--- config.mk ---
export PLATFORM = sky130hd
export DESIGN_NAME = integer_to_ascii_formatter_core_flat
export DESIGN_NICKNAME = d
export VERILOG_FILES = /design/src/hw/rtl/itoa_pkg.sv /design/src/hw/rtl/itoa_if.sv /design/src/hw/rtl/integer_to_ascii_formatter_core.sv /design/src/flat_wrapper.sv
export SDC_FILE = /design/constraint.sdc
export NUM_CORES = 1
export LEC_CHECK = 0
export BUFFER_PORTS_ARGS = -buffer_cell sky130_fd_sc_hd__buf_2
export CAP_MARGIN = 10
export CORE_ASPECT_RATIO = 0.75
export CORE_UTILIZATION = 54
export CTS_BUF_LIST = sky130_fd_sc_hd__clkbuf_8
export DETAILED_ROUTE_END_ITERATION = 8
export GPL_TIMING_DRIVEN = 0
export PLACE_DENSITY = 0.83
export SLEW_MARGIN = 20
export SYNTH_ARGS = -nofsm -noshare
export SYNTH_HDL_FRONTEND = slang
export SYNTH_SLANG_ARGS = --single-unit
--- constraint.sdc ---
create_clock -name clk -period 3.4 [get_ports clk]
set_input_delay 0 -clock clk [delete_from_list [all_inputs] [get_ports clk]]
set_output_delay 0 -clock clk [all_outputs]
set_load 0.05 [all_outputs]
--- src/hw/rtl/itoa_pkg.sv ---
// shared types, constants and helpers for the integer to ascii formatter
package itoa_pkg;

    localparam int VALUE_W     = 64;
    localparam int DEC_W       = 32;
    localparam int CHAR_W      = 8;
    localparam int COUNT_W     = 31;
    localparam int NIB_W       = 4;
    localparam int HEX_DIGITS  = VALUE_W / NIB_W;
    localparam int DEC_DIGITS  = 10;
    localparam int BCD_W       = DEC_DIGITS * NIB_W;
    localparam int LEFT_W      = 5;
    localparam int STEP_W      = 5;

    localparam logic [COUNT_W-1:0] COUNT_MAX  = {COUNT_W{1'b1}};
    localparam logic [CHAR_W-1:0]  CHAR_ZERO  = 8'h30;
    localparam logic [CHAR_W-1:0]  CHAR_UPPER = 8'h41;
    localparam logic [CHAR_W-1:0]  CASE_GAP   = 8'h20;
    localparam logic [NIB_W-1:0]   RADIX_DEC  = 4'd10;
    localparam logic [NIB_W-1:0]   DABBLE_MIN = 4'd5;
    localparam logic [NIB_W-1:0]   DABBLE_ADD = 4'd3;

    localparam logic [LEFT_W-1:0]  DEC_LEFT   = LEFT_W'(DEC_DIGITS);
    localparam logic [LEFT_W-1:0]  HEX_LEFT   = LEFT_W'(HEX_DIGITS);
    localparam logic [STEP_W-1:0]  DEC_STEPS  = STEP_W'(DEC_W - 1);

    localparam logic OP_DEC = 1'b0;
    localparam logic OP_HEX = 1'b1;

    typedef enum logic [1:0] {
        ST_IDLE,
        ST_DABBLE,
        ST_ALIGN,
        ST_EMIT
    } itoa_state_t;

    function automatic logic [CHAR_W-1:0] digit_char(input logic [NIB_W-1:0] nib,
                                                      input logic lc);
        logic [CHAR_W-1:0] code;
        if (nib < RADIX_DEC)
        begin
            code = CHAR_ZERO + CHAR_W'(nib);
        end
        else
        begin
            code = CHAR_UPPER + CHAR_W'(nib - RADIX_DEC) + (lc ? CASE_GAP : '0);
        end
        return code;
    endfunction

endpackage

--- src/hw/rtl/itoa_if.sv ---
// valid/ready channels for number words in and character words out
interface itoa_in_if;
    logic                          valid;
    logic                          ready;
    logic                          operation;
    logic [itoa_pkg::VALUE_W-1:0]  value;
    logic                          lower_case;

    modport source (output valid, operation, value, lower_case, input ready);
    modport sink   (input valid, operation, value, lower_case, output ready);
endinterface

interface itoa_out_if;
    logic                          valid;
    logic                          ready;
    logic [itoa_pkg::CHAR_W-1:0]   char_code;
    logic                          last_char;
    logic [itoa_pkg::COUNT_W-1:0]  total_chars;

    modport source (output valid, char_code, last_char, total_chars, input ready);
    modport sink   (input valid, char_code, last_char, total_chars, output ready);
endinterface

--- src/hw/rtl/integer_to_ascii_formatter_core.sv ---
// integer to ascii formatter: one number word in, one character word out per digit
// Takes one number word at a time and writes it out as ASCII digits, most
// significant first, without leading zeros, one character word per digit with
// the final one flagged and a saturating running character count attached.
// Decimal mode converts value[31:0] with a shift-and-add-3 unit that runs one
// bit per cycle; then leading zero digits are dropped one at a time (at least one
// digit is kept), and then the characters are emitted one at a time. Hex mode
// skips the conversion and goes straight to dropping leading zeros and emitting.
// Emitting a character also waits as long as the output register still holds a
// word the receiver has not taken. The input is ready only in the idle state,
// while no word is being converted or emitted; the last character sits in an
// output register so the next word can be taken while it waits.
module integer_to_ascii_formatter_core (
    input logic   clk,
    input logic   rst_n,
    itoa_in_if.sink    req,
    itoa_out_if.source rsp
);
    import itoa_pkg::*;

    itoa_state_t               state_reg, state_next;
    logic [DEC_W-1:0]          bin_reg, bin_next;
    logic [VALUE_W-1:0]        digit_reg, digit_next;
    logic [LEFT_W-1:0]         left_reg, left_next;
    logic [STEP_W-1:0]         step_reg, step_next;
    logic                      lc_reg, lc_next;
    logic [COUNT_W-1:0]        total_reg, total_next;
    logic                      out_valid_reg, out_valid_next;
    logic [CHAR_W-1:0]         out_char_reg, out_char_next;
    logic                      out_last_reg, out_last_next;

    logic [BCD_W-1:0]          bcd_fix;
    logic [BCD_W-1:0]          bcd_shift;
    logic                      out_free;

    always_comb
    begin
        for (int i = 0; i < DEC_DIGITS; i++)
        begin
            if (digit_reg[i*NIB_W +: NIB_W] >= DABBLE_MIN)
            begin
                bcd_fix[i*NIB_W +: NIB_W] = digit_reg[i*NIB_W +: NIB_W] + DABBLE_ADD;
            end
            else
            begin
                bcd_fix[i*NIB_W +: NIB_W] = digit_reg[i*NIB_W +: NIB_W];
            end
        end
        bcd_shift = {bcd_fix[BCD_W-2:0], bin_reg[DEC_W-1]};
    end

    assign out_free = !out_valid_reg || rsp.ready;

    always_comb
    begin
        state_next     = state_reg;
        bin_next       = bin_reg;
        digit_next     = digit_reg;
        left_next      = left_reg;
        step_next      = step_reg;
        lc_next        = lc_reg;
        total_next     = total_reg;
        out_valid_next = out_valid_reg && !rsp.ready;
        out_char_next  = out_char_reg;
        out_last_next  = out_last_reg;
        req.ready      = 1'b0;

        case (state_reg)
            ST_IDLE:
            begin
                req.ready = 1'b1;
                if (req.valid)
                begin
                    lc_next = req.lower_case;
                    if (req.operation == OP_HEX)
                    begin
                        digit_next = req.value;
                        left_next  = HEX_LEFT;
                        state_next = ST_ALIGN;
                    end
                    else
                    begin
                        bin_next   = req.value[DEC_W-1:0];
                        digit_next = '0;
                        step_next  = DEC_STEPS;
                        state_next = ST_DABBLE;
                    end
                end
            end
            ST_DABBLE:
            begin
                bin_next = {bin_reg[DEC_W-2:0], 1'b0};
                if (step_reg == '0)
                begin
                    digit_next = {bcd_shift, {(VALUE_W - BCD_W){1'b0}}};
                    left_next  = DEC_LEFT;
                    state_next = ST_ALIGN;
                end
                else
                begin
                    digit_next = {{(VALUE_W - BCD_W){1'b0}}, bcd_shift};
                    step_next  = step_reg - 1'b1;
                end
            end
            ST_ALIGN:
            begin
                // drop leading zero digits, keep at least one
                if (digit_reg[VALUE_W-1 -: NIB_W] == '0 && left_reg > LEFT_W'(1))
                begin
                    digit_next = {digit_reg[VALUE_W-NIB_W-1:0], {NIB_W{1'b0}}};
                    left_next  = left_reg - 1'b1;
                end
                else
                begin
                    state_next = ST_EMIT;
                end
            end
            ST_EMIT:
            begin
                if (out_free)
                begin
                    out_valid_next = 1'b1;
                    out_char_next  = digit_char(digit_reg[VALUE_W-1 -: NIB_W], lc_reg);
                    out_last_next  = (left_reg == LEFT_W'(1));
                    if (total_reg != COUNT_MAX)
                    begin
                        total_next = total_reg + 1'b1;
                    end
                    digit_next = {digit_reg[VALUE_W-NIB_W-1:0], {NIB_W{1'b0}}};
                    left_next  = left_reg - 1'b1;
                    if (left_reg == LEFT_W'(1))
                    begin
                        state_next = ST_IDLE;
                    end
                end
            end
            default:
            begin
                state_next = ST_IDLE;
            end
        endcase
    end

    always_ff @(posedge clk or negedge rst_n)
    begin
        if (!rst_n)
        begin
            state_reg     <= ST_IDLE;
            left_reg      <= '0;
            step_reg      <= '0;
            total_reg     <= '0;
            out_valid_reg <= 1'b0;
        end
        else
        begin
            state_reg     <= state_next;
            left_reg      <= left_next;
            step_reg      <= step_next;
            total_reg     <= total_next;
            out_valid_reg <= out_valid_next;
        end
    end

    always_ff @(posedge clk)
    begin
        bin_reg      <= bin_next;
        digit_reg    <= digit_next;
        lc_reg       <= lc_next;
        out_char_reg <= out_char_next;
        out_last_reg <= out_last_next;
    end

    assign rsp.valid       = out_valid_reg;
    assign rsp.char_code   = out_char_reg;
    assign rsp.last_char   = out_last_reg;
    assign rsp.total_chars = total_reg;

endmodule
--- src/flat_wrapper.sv ---
// flat-port wrapper written by rule: the top's interface ports become plain ports
module integer_to_ascii_formatter_core_flat import itoa_pkg::*;
  (clk, rst_n, req_valid, req_operation, req_value, req_lower_case, req_ready, rsp_valid, rsp_char_code, rsp_last_char, rsp_total_chars, rsp_ready);
  itoa_in_if req_i ();
  itoa_out_if rsp_i ();
  input logic clk;
  input logic rst_n;
  input wire logic [$bits(req_i.valid)-1:0] req_valid;
  input wire logic [$bits(req_i.operation)-1:0] req_operation;
  input wire logic [$bits(req_i.value)-1:0] req_value;
  input wire logic [$bits(req_i.lower_case)-1:0] req_lower_case;
  output wire logic [$bits(req_i.ready)-1:0] req_ready;
  output wire logic [$bits(rsp_i.valid)-1:0] rsp_valid;
  output wire logic [$bits(rsp_i.char_code)-1:0] rsp_char_code;
  output wire logic [$bits(rsp_i.last_char)-1:0] rsp_last_char;
  output wire logic [$bits(rsp_i.total_chars)-1:0] rsp_total_chars;
  input wire logic [$bits(rsp_i.ready)-1:0] rsp_ready;
  assign req_i.valid = req_valid;
  assign req_i.operation = req_operation;
  assign req_i.value = req_value;
  assign req_i.lower_case = req_lower_case;
  assign req_ready = req_i.ready;
  assign rsp_valid = rsp_i.valid;
  assign rsp_char_code = rsp_i.char_code;
  assign rsp_last_char = rsp_i.last_char;
  assign rsp_total_chars = rsp_i.total_chars;
  assign rsp_i.ready = rsp_ready;
  integer_to_ascii_formatter_core u_core (.clk(clk), .rst_n(rst_n), .req(req_i), .rsp(rsp_i));
endmodule
==> impl_metrics.py, run 1 <==
metrics = {
    "synth": {
        "syn_avg_cell_area_um2": 11.50,
        "synth_area_leader_cell": "edfxtp_1",
        "ys_seq_area_share_pct": 52.39,
        "synthCells": 711,
        "async_reset_ff_share_pct": 29.33,
        "synthesis.area_um2": 8178,
        "synthesis.nets": 817,
        "synth_warnings": 0,
        "ys_types": 63,
        "ys_seq_elements": 150,
        "synthTopCellsByArea": "edfxtp_1, dfrtp_1, ha_1",
        "synth_top_cell_area_share_pct": 38.92,
        "synth_edf_count": 106,
        "ys.flop_type": "edfxtp_1",
    },
    "sta": {
        "setup_violations": 0,
        "finClkSkew_ns": 0.01280,
        "worst_pin_slew_ns": 0.9171,
        "holdWs_ns": 0.02453,
        "fin_crit_sh_pct": 83.38,
        "final_max_slew_viol_count": 0,
        "fmax_ghz": 0.3527,
        "layout_min_cycle_time_ns": 2.835,
        "hold_viol": 0,
        "rsz0062_at_grt": "no",
        "maxSlewHeadroom_pct": 38.86,
    },
    "worst_setup_path": {
        "worstSetupStartpointType": "flip-flop",
        "regToRegSetupSlack_ns": 0.57,
        "cp_data_required_time_ns": 3.61,
        "worstSetupEndpointType": "flip-flop",
        "crit_type": "reg2reg",
        "worstPathArrival_ns": 3.04,
        "cp_max_fo": 10,
    },
    "placed_design": {
        "numPortBuffers": 111,
        "dp_hpwl_mm": 15.34,
        "dp_cells": 1024,
        "gp_congestion": 0.9218,
        "placed_area_um2": 9057,
    },
    "final_layout": {
        "fillers": 1051,
        "final_cells": 1124,
        "final_nets": 1017,
        "utilization_pct": 69.72,
        "final_area_um2": 10210,
        "largest_reg_flops": 64,
        "diodes": 0,
        "drive_gt1_share_pct": 22.73,
        "syn_to_final_growth_pct": 24.85,
    },
    "drt": {
        "viasPerCell": 6.180,
        "drcViolationCount": 0,
        "wl_per_cell_um": 20.44,
        "drt_first_pass_iters": 6,
        "met1_length_mm": 9.622,
        "vias": 6946,
        "antenna_left": 0,
        "routed_wl_mm": 22.98,
        "route.met3.wl_mm": 2.513,
        "wl_met2_mm": 10.09,
        "dr.first_iter.drc_count": 963,
        "top_layer": "met4",
    },
    "global_route": {
        "grt_pass1_vias": 6575,
        "antenna_found_initial": 0,
        "overflow": 0,
        "grt_max_degree": 47,
        "grt_usage_pct": 30.54,
        "grt_pass1_wl_mm": 34.93,
    },
    "clock_tree": {
        "postCtsSetupRepairBufs": 0,
        "cts_num_sinks": 150,
        "clock_path_buffers": 2,
        "cts_buffers": 17,
        "htreeDepth": 4,
        "clk_pin_slew_ns": 0.08,
        "cts_tree": "built",
        "clockRootBuffer": "clkbuf_8",
        "clk_latency_ns": 0.46,
    },
    "floorplanning": {
        "die_h_um": 108.6,
        "ios": 112,
        "die-area_um2": 15650,
        "core_area_um2": 14640,
        "initial_core_util_pct": 55.84,
        "fp-row-count": 38,
        "die_x_um": 144.1,
    },
    "pwr": {
        "p_per_area_nw_per_um2": 926.6,
        "p_leak_nw": 4.142,
        "power_mw": 9.461,
        "peakVddDrop_mv": 0.4206,
    },
    "run_status": {
        "status": "finished, final reports clean",
    },
    "hold_path": {
        "hold_path.class": "in2reg",
    },
    "flow_run": {
        "maxCapViolCount": 0,
    },
}
## layout make-up
class                   instances  area, um2  share of cell area, %
flip-flops and latches        150       4284                  41.96
multi-input cells             491       3617                  35.43
repair buffers                181       1294                  12.67
well taps                     200      250.2                  2.451
clock inverters                15      235.2                  2.304
clock buffers                  17      234.0                  2.292
inverters                      41      155.1                  1.520
plain buffers                  29      140.1                  1.373
## cells by family (layout without fill, tap and decap cells)
family / count (synthesis) / in the layout / share of synthesized area, %
adder cells (fa/ha/maj): 36 / 36 / 5.508
AND/OR/NAND/NOR: 165 / 165 / 11.64
flip-flops: 150 / 150 / 52.39
AO/OA/AOI/OAI: 200 / 200 / 15.91
buffers and inverters: 70 / 283 / 3.611
XOR/XNOR: 45 / 45 / 4.819
multiplexers: 45 / 45 / 6.120
## routing by layer
| metal | vias to the layer above | GRT usage [%] |
|---|---|---|
| met2 | 472 | 44.86 |
| met5 | - | 0 |
| li1 | 3089 | - |
| met4 | 0 | 12.23 |
| met1 | 3304 | 42.37 |
| met3 | 81 | 8.946 |
## through the flow
step / setup TNS [ns] / worst slack, ns
after detailed placement: 0 / 0.7308
after CTS: 0 / 0.7170
after global routing: 0 / 0.3717
final: 0 / 0.5651
after global placement: -0.1950 / -0.08442
after floorplan: 0 / 0.3985
## cells in the final DEF, fill, tap and decap left out, drive strengths merged, types with 3 or more instances in the layout
cell,n
a21oi,43
a221o,4
a22oi,50
a2bb2oi,3
and2,4
and3,9
and4,4
buf,125
bufinv,6
clkbuf,34
clkinv,8
dfrtp,44
dlygate4sd3,68
edfxtp,106
ha,36
inv,41
mux2,40
mux2i,5
nand2,34
nand2b,13
nand3,22
nand4,15
nor2,22
nor2b,3
nor3,11
nor3b,20
o21ai,68
o221ai,6
xnor2,35
xor2,10
## worst paths after layout
check                                                       startpoint                                      to  cells after the start
worst min-delay path                                     req_value[38]          u_core.digit_reg[38]$_DFFE_PP_                      3
worst max-delay path                   u_core.state_reg[1]$_DFFE_PN0P_          u_core.digit_reg[20]$_DFFE_PP_                      8
worst max register to register         u_core.state_reg[1]$_DFFE_PN0P_          u_core.digit_reg[20]$_DFFE_PP_                      8
max in group asynchronous                                        rst_n          u_core.step_reg[1]$_DFFE_PN0P_                      2
worst min register to register  u_core.rsp.total_chars[25]$_DFFE_PN0P_  u_core.rsp.total_chars[25]$_DFFE_PN0P_                      1
min in group asynchronous                                        rst_n   u_core.rsp.total_chars[2]$_DFFE_PN0P_                      2
## worst max-delay path, cell delays in order (launching register included)
cell and delay (ns):
dfrtp_1 0.47, inv_1 0.17, ha_1 0.19, clkbuf_1 0.32, and2_1 0.18, clkbuf_1 0.31
clkbuf_1 0.50, a22oi_1 0.21, o21ai_0 0.23
## Yosys cell counts, types with 3 or more instances
| master | n |
|---|---|
| a21oi_1 | 43 |
| a221o_1 | 4 |
| a22oi_1 | 50 |
| a2bb2oi_1 | 3 |
| and2_1 | 4 |
| and3_1 | 9 |
| and4_1 | 4 |
| buf_1 | 3 |
| buf_2 | 6 |
| buf_6 | 3 |
| clkbuf_1 | 16 |
| dfrtp_1 | 44 |
| edfxtp_1 | 106 |
| ha_1 | 36 |
| inv_1 | 40 |
| mux2_2 | 40 |
| mux2i_1 | 5 |
| nand2_1 | 33 |
| nand2b_1 | 13 |
| nand3_1 | 21 |
| nand4_1 | 14 |
| nor2_1 | 21 |
| nor2b_1 | 3 |
| nor3_1 | 11 |
| nor3b_1 | 20 |
| o21ai_0 | 58 |
| o21ai_1 | 9 |
| o221ai_1 | 6 |
| xnor2_1 | 35 |
| xor2_1 | 10 |
## where the power goes
group	leakage [nW]	internal, mW	total (mW)	switching [mW]
sequential	1.62	3.01	3.57	0.563
clock	0.236	0.939	1.63	0.694
combinational	2.28	1.56	4.26	2.70
## timing repair
action,CTS,global route
hold endpoints to repair,145,0
gates resized for setup,0,0
hold buffers,68,0
Power figures use the tool's default switching activity.
==> run 2, diff against run 1 <==
--- a/config.mk
+++ b/config.mk
@@ -8,11 +8,11 @@
 export BUFFER_PORTS_ARGS = -buffer_cell sky130_fd_sc_hd__buf_2
 export CAP_MARGIN = 10
 export CORE_ASPECT_RATIO = 0.75
-export CORE_UTILIZATION = 54
+export CORE_UTILIZATION = 58
 export CTS_BUF_LIST = sky130_fd_sc_hd__clkbuf_8
 export DETAILED_ROUTE_END_ITERATION = 8
 export GPL_TIMING_DRIVEN = 0
-export PLACE_DENSITY = 0.83
+export PLACE_DENSITY = 0.84
 export SLEW_MARGIN = 20
 export SYNTH_ARGS = -nofsm -noshare
 export SYNTH_HDL_FRONTEND = slang
==> constraint.sdc (replaced) <==
create_clock -name clk -period 2.86 [get_ports clk]
set_input_delay 0 -clock clk [delete_from_list [all_inputs] [get_ports clk]]
set_output_delay 0 -clock clk [all_outputs]
set_load 0.05 [all_outputs]
==> run 2 against run 1 <==
Against the previous run: the run now ends with design-rule violations left; clock-buffer cell count unchanged; clock skew is 0.0011 ns lower; critical path depth unchanged; die area down 6.8%; hold slack improved by 0.020 ns; critical path type unchanged; largest power group unchanged.
==> impl_metrics.py, run 2 (synthesized netlist as in run 1, its figures left out) <==
metrics = {
    "run_status": {
        "status": "finished, violations left",
        "violations": "design-rule violations",
    },
    "hold_path": {
        "hold_path.class": "in2reg",
        "hp-start": "req_value[38]",
    },
    "sta": {
        "setup_violations": 0,
        "rsz0062_at_grt": "no",
        "worst_pin_slew_ns": 0.9460,
        "final_max_slew_viol_count": 0,
        "layout_min_cycle_time_ns": 2.849,
        "hold_viol": 0,
        "fin_crit_sh_pct": 99.60,
        "maxSlewHeadroom_pct": 36.81,
        "fmax_ghz": 0.3510,
        "finClkSkew_ns": 0.01169,
    },
    "pwr": {
        "intPower_mw": 6.399,
        "switchingPower_mw": 4.760,
        "power_mw": 11.16,
        "p_clk_share_pct": 16.2,
        "comb_power_share_pct": 46.0,
        "p_per_area_nw_per_um2": 1103,
        "p_sw_share_pct": 42.66,
        "p_leak_nw": 4.114,
        "peakVddDrop_mv": 0.5023,
        "p_seq_share_pct": 37.8,
    },
    "floorplanning": {
        "die-area_um2": 14580,
        "fp-row-count": 37,
        "die_x_um": 139.1,
        "ios": 112,
        "core_area_um2": 13750,
        "initial_core_util_pct": 59.48,
        "die_h_um": 104.8,
    },
    "worst_setup_path": {
        "cp_data_required_time_ns": 3.09,
        "cp_max_fo": 10,
        "worstSetupEndpointType": "flip-flop",
        "cp-startpoint": "u_core.state_reg[1]$_DFFE_PN0P_",
        "reg2reg_from": "u_core.state_reg[1]$_DFFE_PN0P_",
        "worstPathArrival_ns": 3.08,
        "worstSetupStartpointType": "flip-flop",
        "crit_type": "reg2reg",
    },
    "drt": {
        "dr.first_iter.drc_count": 874,
        "routed_wl_mm": 23.18,
        "drcViolationCount": 12,
        "wl_per_cell_um": 21.11,
        "vias": 7085,
        "drt_first_pass_iters": 9,
        "antenna_left": 0,
        "viasPerCell": 6.453,
    },
    "final_layout": {
        "largest_reg_flops": 64,
        "final_cell_mix": "buf_2, edfxtp_1, dlygate4sd3_1, o21ai_0, a22oi_1",
        "final_common_cell": "buf_2",
        "utilization_pct": 73.60,
        "fillers": 939,
        "final_nets": 1016,
        "syn_to_final_growth_pct": 23.75,
        "final_cells": 1098,
        "drive_gt1_share_pct": 22.99,
    },
    "placed_design": {
        "numPortBuffers": 111,
        "dp_cells": 997,
        "dp_hpwl_mm": 15.29,
        "gp_congestion": 0.8907,
    },
    "global_route": {
        "grt_max_degree": 45,
        "grt_usage_pct": 33.11,
        "grt_pass1_vias": 7024,
        "grt_pass1_wl_mm": 36.54,
        "antenna_found_initial": 1,
        "overflow": 0,
    },
    "clock_tree": {
        "cts_buffers": 17,
        "clock_path_buffers": 2,
        "clk_latency_ns": 0.45,
        "cts_num_sinks": 150,
        "clockRootBuffer": "clkbuf_8",
        "cts_tree": "built",
        "htreeDepth": 4,
        "postCtsSetupRepairBufs": 0,
        "clk_pin_slew_ns": 0.08,
    },
    "flow_run": {
        "maxCapViolCount": 0,
    },
}
==> run 2: worst paths after layout <==
check                                                         end  slack, ns  depth (start not counted)
min in group asynchronous  u_core.rsp.total_chars[11]$_DFFE_PN0P_       0.10                          2
hold / removal                     u_core.digit_reg[38]$_DFFE_PP_       0.04                          3
setup reg to reg                   u_core.digit_reg[37]$_DFFE_PP_       0.01                          8
hold reg to reg            u_core.rsp.total_chars[11]$_DFFE_PN0P_       0.50                          1
setup / recovery                   u_core.digit_reg[37]$_DFFE_PP_       0.01                          8
max in group asynchronous          u_core.step_reg[1]$_DFFE_PN0P_       2.38                          2
==> run 2: power groups by stage <==
| stage | Clock, mW | Sequential (mW) | Combinational, mW |
|---|---|---|---|
| final | 1.81 | 4.22 | 5.13 |
| after global routing | 1.91 | 4.28 | 5.49 |
| after CTS | 1.81 | 4.16 | 4.88 |
| after detailed placement | 0 | 4.21 | 4.70 |
| after global placement | 0 | 4.15 | 4.46 |
| after floorplan | 0 | 4.28 | 3.23 |
==> run 2: cell type report <==
| class | count | area [um2] | share of cell area (%) |
|---|---|---|---|
| plain buffers | 29 | 145.1 | 1.434 |
| inverters | 41 | 155.1 | 1.533 |
| clock buffers | 17 | 234.0 | 2.312 |
| flip-flops and latches | 150 | 4284 | 42.33 |
| clock inverters | 14 | 191.4 | 1.892 |
| repair buffers | 178 | 1229 | 12.14 |
| well taps | 175 | 219.0 | 2.164 |
| multi-input cells | 493 | 3660 | 36.16 |
| diodes | 1 | 2.502 | 0.02473 |
==> run 2: what timing repair did <==
item	CTS	global route
hold buffers	67	0
endpoints found under the hold margin	143	0
gates cloned	2	0
pin swaps	1	0
endpoints found under the setup margin	45	93
resized for setup	1	13
==> run 2: through the flow <==
step | TNS, ns | area (um2) | setup WS, ns | hold slack [ns]
6_report | 0 | 10120 | 0.01139 | 0.04467
5_1_grt | 0 | 10120 | 0.009816 | 0.03330
4_1_cts | 0 | 10090 | 0.1102 | 0.01078
3_5_place_dp | -0.03445 | 8971 | -0.02887 | 0.1786
3_3_place_gp | 0 | 8971 | 0.08530 | 0.1797
2_1_floorplan | 0 | 8197 | 0.2011 | -0.2956
==> run 2: worst max-delay path, cell delays in order, from the launching register on <==
cell	delay, ns
dfrtp_1	0.48
inv_1	0.18
ha_1	0.19
clkbuf_1	0.32
and2_1	0.19
clkbuf_1	0.34
clkbuf_1	0.56
a22oi_1	0.19
o21ai_0	0.19
==> run 2: per-layer routing <==
layer	routed length, um	up-vias	GRT usage, %
met4	1086	0	17.94
met1	9248	3388	43.34
met2	10330	489	50.58
li1	-	3101	-
met3	2515	107	8.753
met5	0	-	0
==> run 3, diff against run 2 <==
--- a/config.mk
+++ b/config.mk
@@ -8,11 +8,11 @@
 export BUFFER_PORTS_ARGS = -buffer_cell sky130_fd_sc_hd__buf_2
 export CAP_MARGIN = 10
 export CORE_ASPECT_RATIO = 0.75
-export CORE_UTILIZATION = 58
+export CORE_UTILIZATION = 40
 export CTS_BUF_LIST = sky130_fd_sc_hd__clkbuf_8
 export DETAILED_ROUTE_END_ITERATION = 8
 export GPL_TIMING_DRIVEN = 0
-export PLACE_DENSITY = 0.84
+export PLACE_DENSITY = 0.63
 export SLEW_MARGIN = 20
 export SYNTH_ARGS = -nofsm -noshare
 export SYNTH_HDL_FRONTEND = slang
==> run 3 against run 2 <==
Against the previous run: the run now ends clean; fmax rose by 6.4%; clock skew up 0.0039 ns; clock-buffer cell count unchanged; core utilization down 22 points; sequential share of layout area decreased by 0.45 points; power is 1.9% lower; setup slack gained 0.17 ns; critical endpoint is now u_core.digit_reg[26]$_DFFE_PP_; largest power group unchanged; highest routed layer unchanged.
==> impl_metrics.py, run 3 (synthesized netlist as in run 1, its figures left out) <==
metrics = {
    "run_status": {
        "status": "finished, final reports clean",
    },
    "sta": {
        "rsz0062_at_grt": "no",
        "hold_viol": 0,
        "fin_crit_sh_pct": 93.63,
        "finClkSkew_ns": 0.01556,
        "setup_violations": 0,
        "worst_pin_slew_ns": 0.9972,
        "final_max_slew_viol_count": 0,
        "fmax_ghz": 0.3734,
        "maxSlewHeadroom_pct": 33.39,
        "layout_min_cycle_time_ns": 2.678,
    },
    "worst_setup_path": {
        "worstPathArrival_ns": 2.77,
        "crit_type": "reg2reg",
        "worstSetupEndpointType": "flip-flop",
        "cp_max_fo": 32,
        "max_stage_delay_ns": 0.92,
        "crit_path_top_delay_cell": "a2111oi_2",
        "worstSetupStartpointType": "flip-flop",
        "worstPathCellList": "inv_1, ha_1, o21bai_1, a2111oi_2, o21a_4",
        "cp_data_required_time_ns": 2.96,
        "reg2reg_from": "u_core.left_reg[1]$_DFFE_PN0P_",
        "regToRegSetupSlack_ns": 0.18,
        "cp-startpoint": "u_core.left_reg[1]$_DFFE_PN0P_",
    },
    "floorplanning": {
        "ios": 112,
        "die-area_um2": 21030,
        "die_h_um": 125.8,
        "fp-row-count": 44,
        "die_x_um": 167.1,
        "initial_core_util_pct": 41.49,
        "core_area_um2": 19710,
    },
    "pwr": {
        "p_leak_nw": 4.114,
        "peakVddDrop_mv": 0.4135,
        "p_per_area_nw_per_um2": 1071,
        "power_mw": 10.95,
    },
    "drt": {
        "vias": 6541,
        "antenna_left": 0,
        "viasPerCell": 5.553,
        "routed_wl_mm": 22.69,
        "wl_per_cell_um": 19.26,
        "drt_first_pass_iters": 5,
        "dr.first_iter.drc_count": 814,
        "drcViolationCount": 0,
    },
    "final_layout": {
        "largest_reg_flops": 64,
        "utilization_pct": 51.90,
        "drive_gt1_share_pct": 23.46,
        "fillers": 1777,
        "multi_input_area_um2": 3641,
        "final_cells": 1178,
        "final_cell_mix": "buf_2, edfxtp_1, dlygate4sd3_1, o21ai_0, a22oi_1",
        "final_nets": 1018,
        "register_area_um2": 4284,
        "final_common_cell": "buf_2",
        "diodes": 0,
        "syn_to_final_growth_pct": 25.08,
    },
    "placed_design": {
        "dp_cells": 1076,
        "gp_congestion": 0.8480,
        "dp_hpwl_mm": 15.72,
        "numPortBuffers": 111,
    },
    "hold_path": {
        "hold_path.class": "in2reg",
        "hp-start": "req_operation",
    },
    "global_route": {
        "grt_max_degree": 45,
        "grt_pass1_vias": 6236,
        "overflow": 0,
        "grt_pass1_wl_mm": 35.22,
        "antenna_found_initial": 0,
        "grt_usage_pct": 22.12,
    },
    "clock_tree": {
        "htreeDepth": 4,
        "clock_path_buffers": 2,
        "cts_num_sinks": 150,
        "cts_tree": "built",
        "clk_pin_slew_ns": 0.09,
        "cts_buffers": 17,
        "clockRootBuffer": "clkbuf_8",
        "clk_latency_ns": 0.47,
    },
    "flow_run": {
        "maxCapViolCount": 0,
    },
}
-- run 3: cell count changes in the layout (fill, tap and decap cells not counted), moves of 3 or more --
cell	change
clkinv_1	-4
clkbuf_2	-3
clkinv_4	+3
inv_6	+3
-- run 3: final timing paths --
kind	to	depth (start not counted)
min in group asynchronous	u_core.left_reg[3]$_DFFE_PN0P_	2
worst min-delay path	u_core.digit_reg[26]$_DFFE_PP_	3
worst max-delay path	u_core.digit_reg[26]$_DFFE_PP_	5
worst min register to register	u_core.rsp.total_chars[11]$_DFFE_PN0P_	1
max in group asynchronous	u_core.step_reg[2]$_DFFE_PN0P_	2
worst max register to register	u_core.digit_reg[26]$_DFFE_PP_	5
-- run 3: per-layer routing --
layer	routed length, um	vias up	GRT usage (%)
li1	-	3097	-
met1	11110	3177	33.70
met2	9505	237	31.06
met3	1651	30	4.871
met4	425	0	6.427
met5	0	-	0
-- run 3: final cells by class --
cell class | instances | share of cell area, %
sequential | 150 | 41.88
tap | 253 | 3.095
inverter | 41 | 1.517
clock inverter | 15 | 1.749
buffer | 28 | 1.346
multi-input combinational | 492 | 35.60
clock buffer | 17 | 2.287
timing repair buffer | 182 | 12.53
-- run 3: per-stage QoR --
stage	setup WS, ns	hold slack (ns)	setup TNS [ns]	cell area [um2]
2_1_floorplan	0.2011	-0.2956	0	8197
3_3_place_gp	-0.04328	0.1785	-0.1141	9069
3_5_place_dp	0.01663	0.1790	0	9096
4_1_cts	0.08977	0.01452	0	10200
5_1_grt	0.03293	0.03886	0	10230
6_report	0.1822	0.04809	0	10230
-- run 3: critical path, delay by kind of cell (launching register included) --
family	cells	cell delay, ns
compound gates	3	1.63
fa+ha+maj	1	0.18
buf+inv	1	0.08
flops	1	0.41
-- run 3: report_power, final --
| group | total (mW) | leakage (nW) | switching, mW | internal, mW |
|---|---|---|---|---|
| clock | 1.75 | 0.200 | 0.880 | 0.867 |
| sequential | 4.19 | 1.62 | 0.621 | 3.57 |
| combinational | 5.01 | 2.29 | 3.17 | 1.84 |
-- run 3: repair_timing --
action / in CTS / in global routing
endpoints found under the setup margin: 46 / 71
pin swaps: 0 / 1
setup buffers: 0 / 2
hold buffers: 68 / 0
cloned: 1 / 0
gates resized for setup: 1 / 4
hold endpoints to repair: 145 / 0
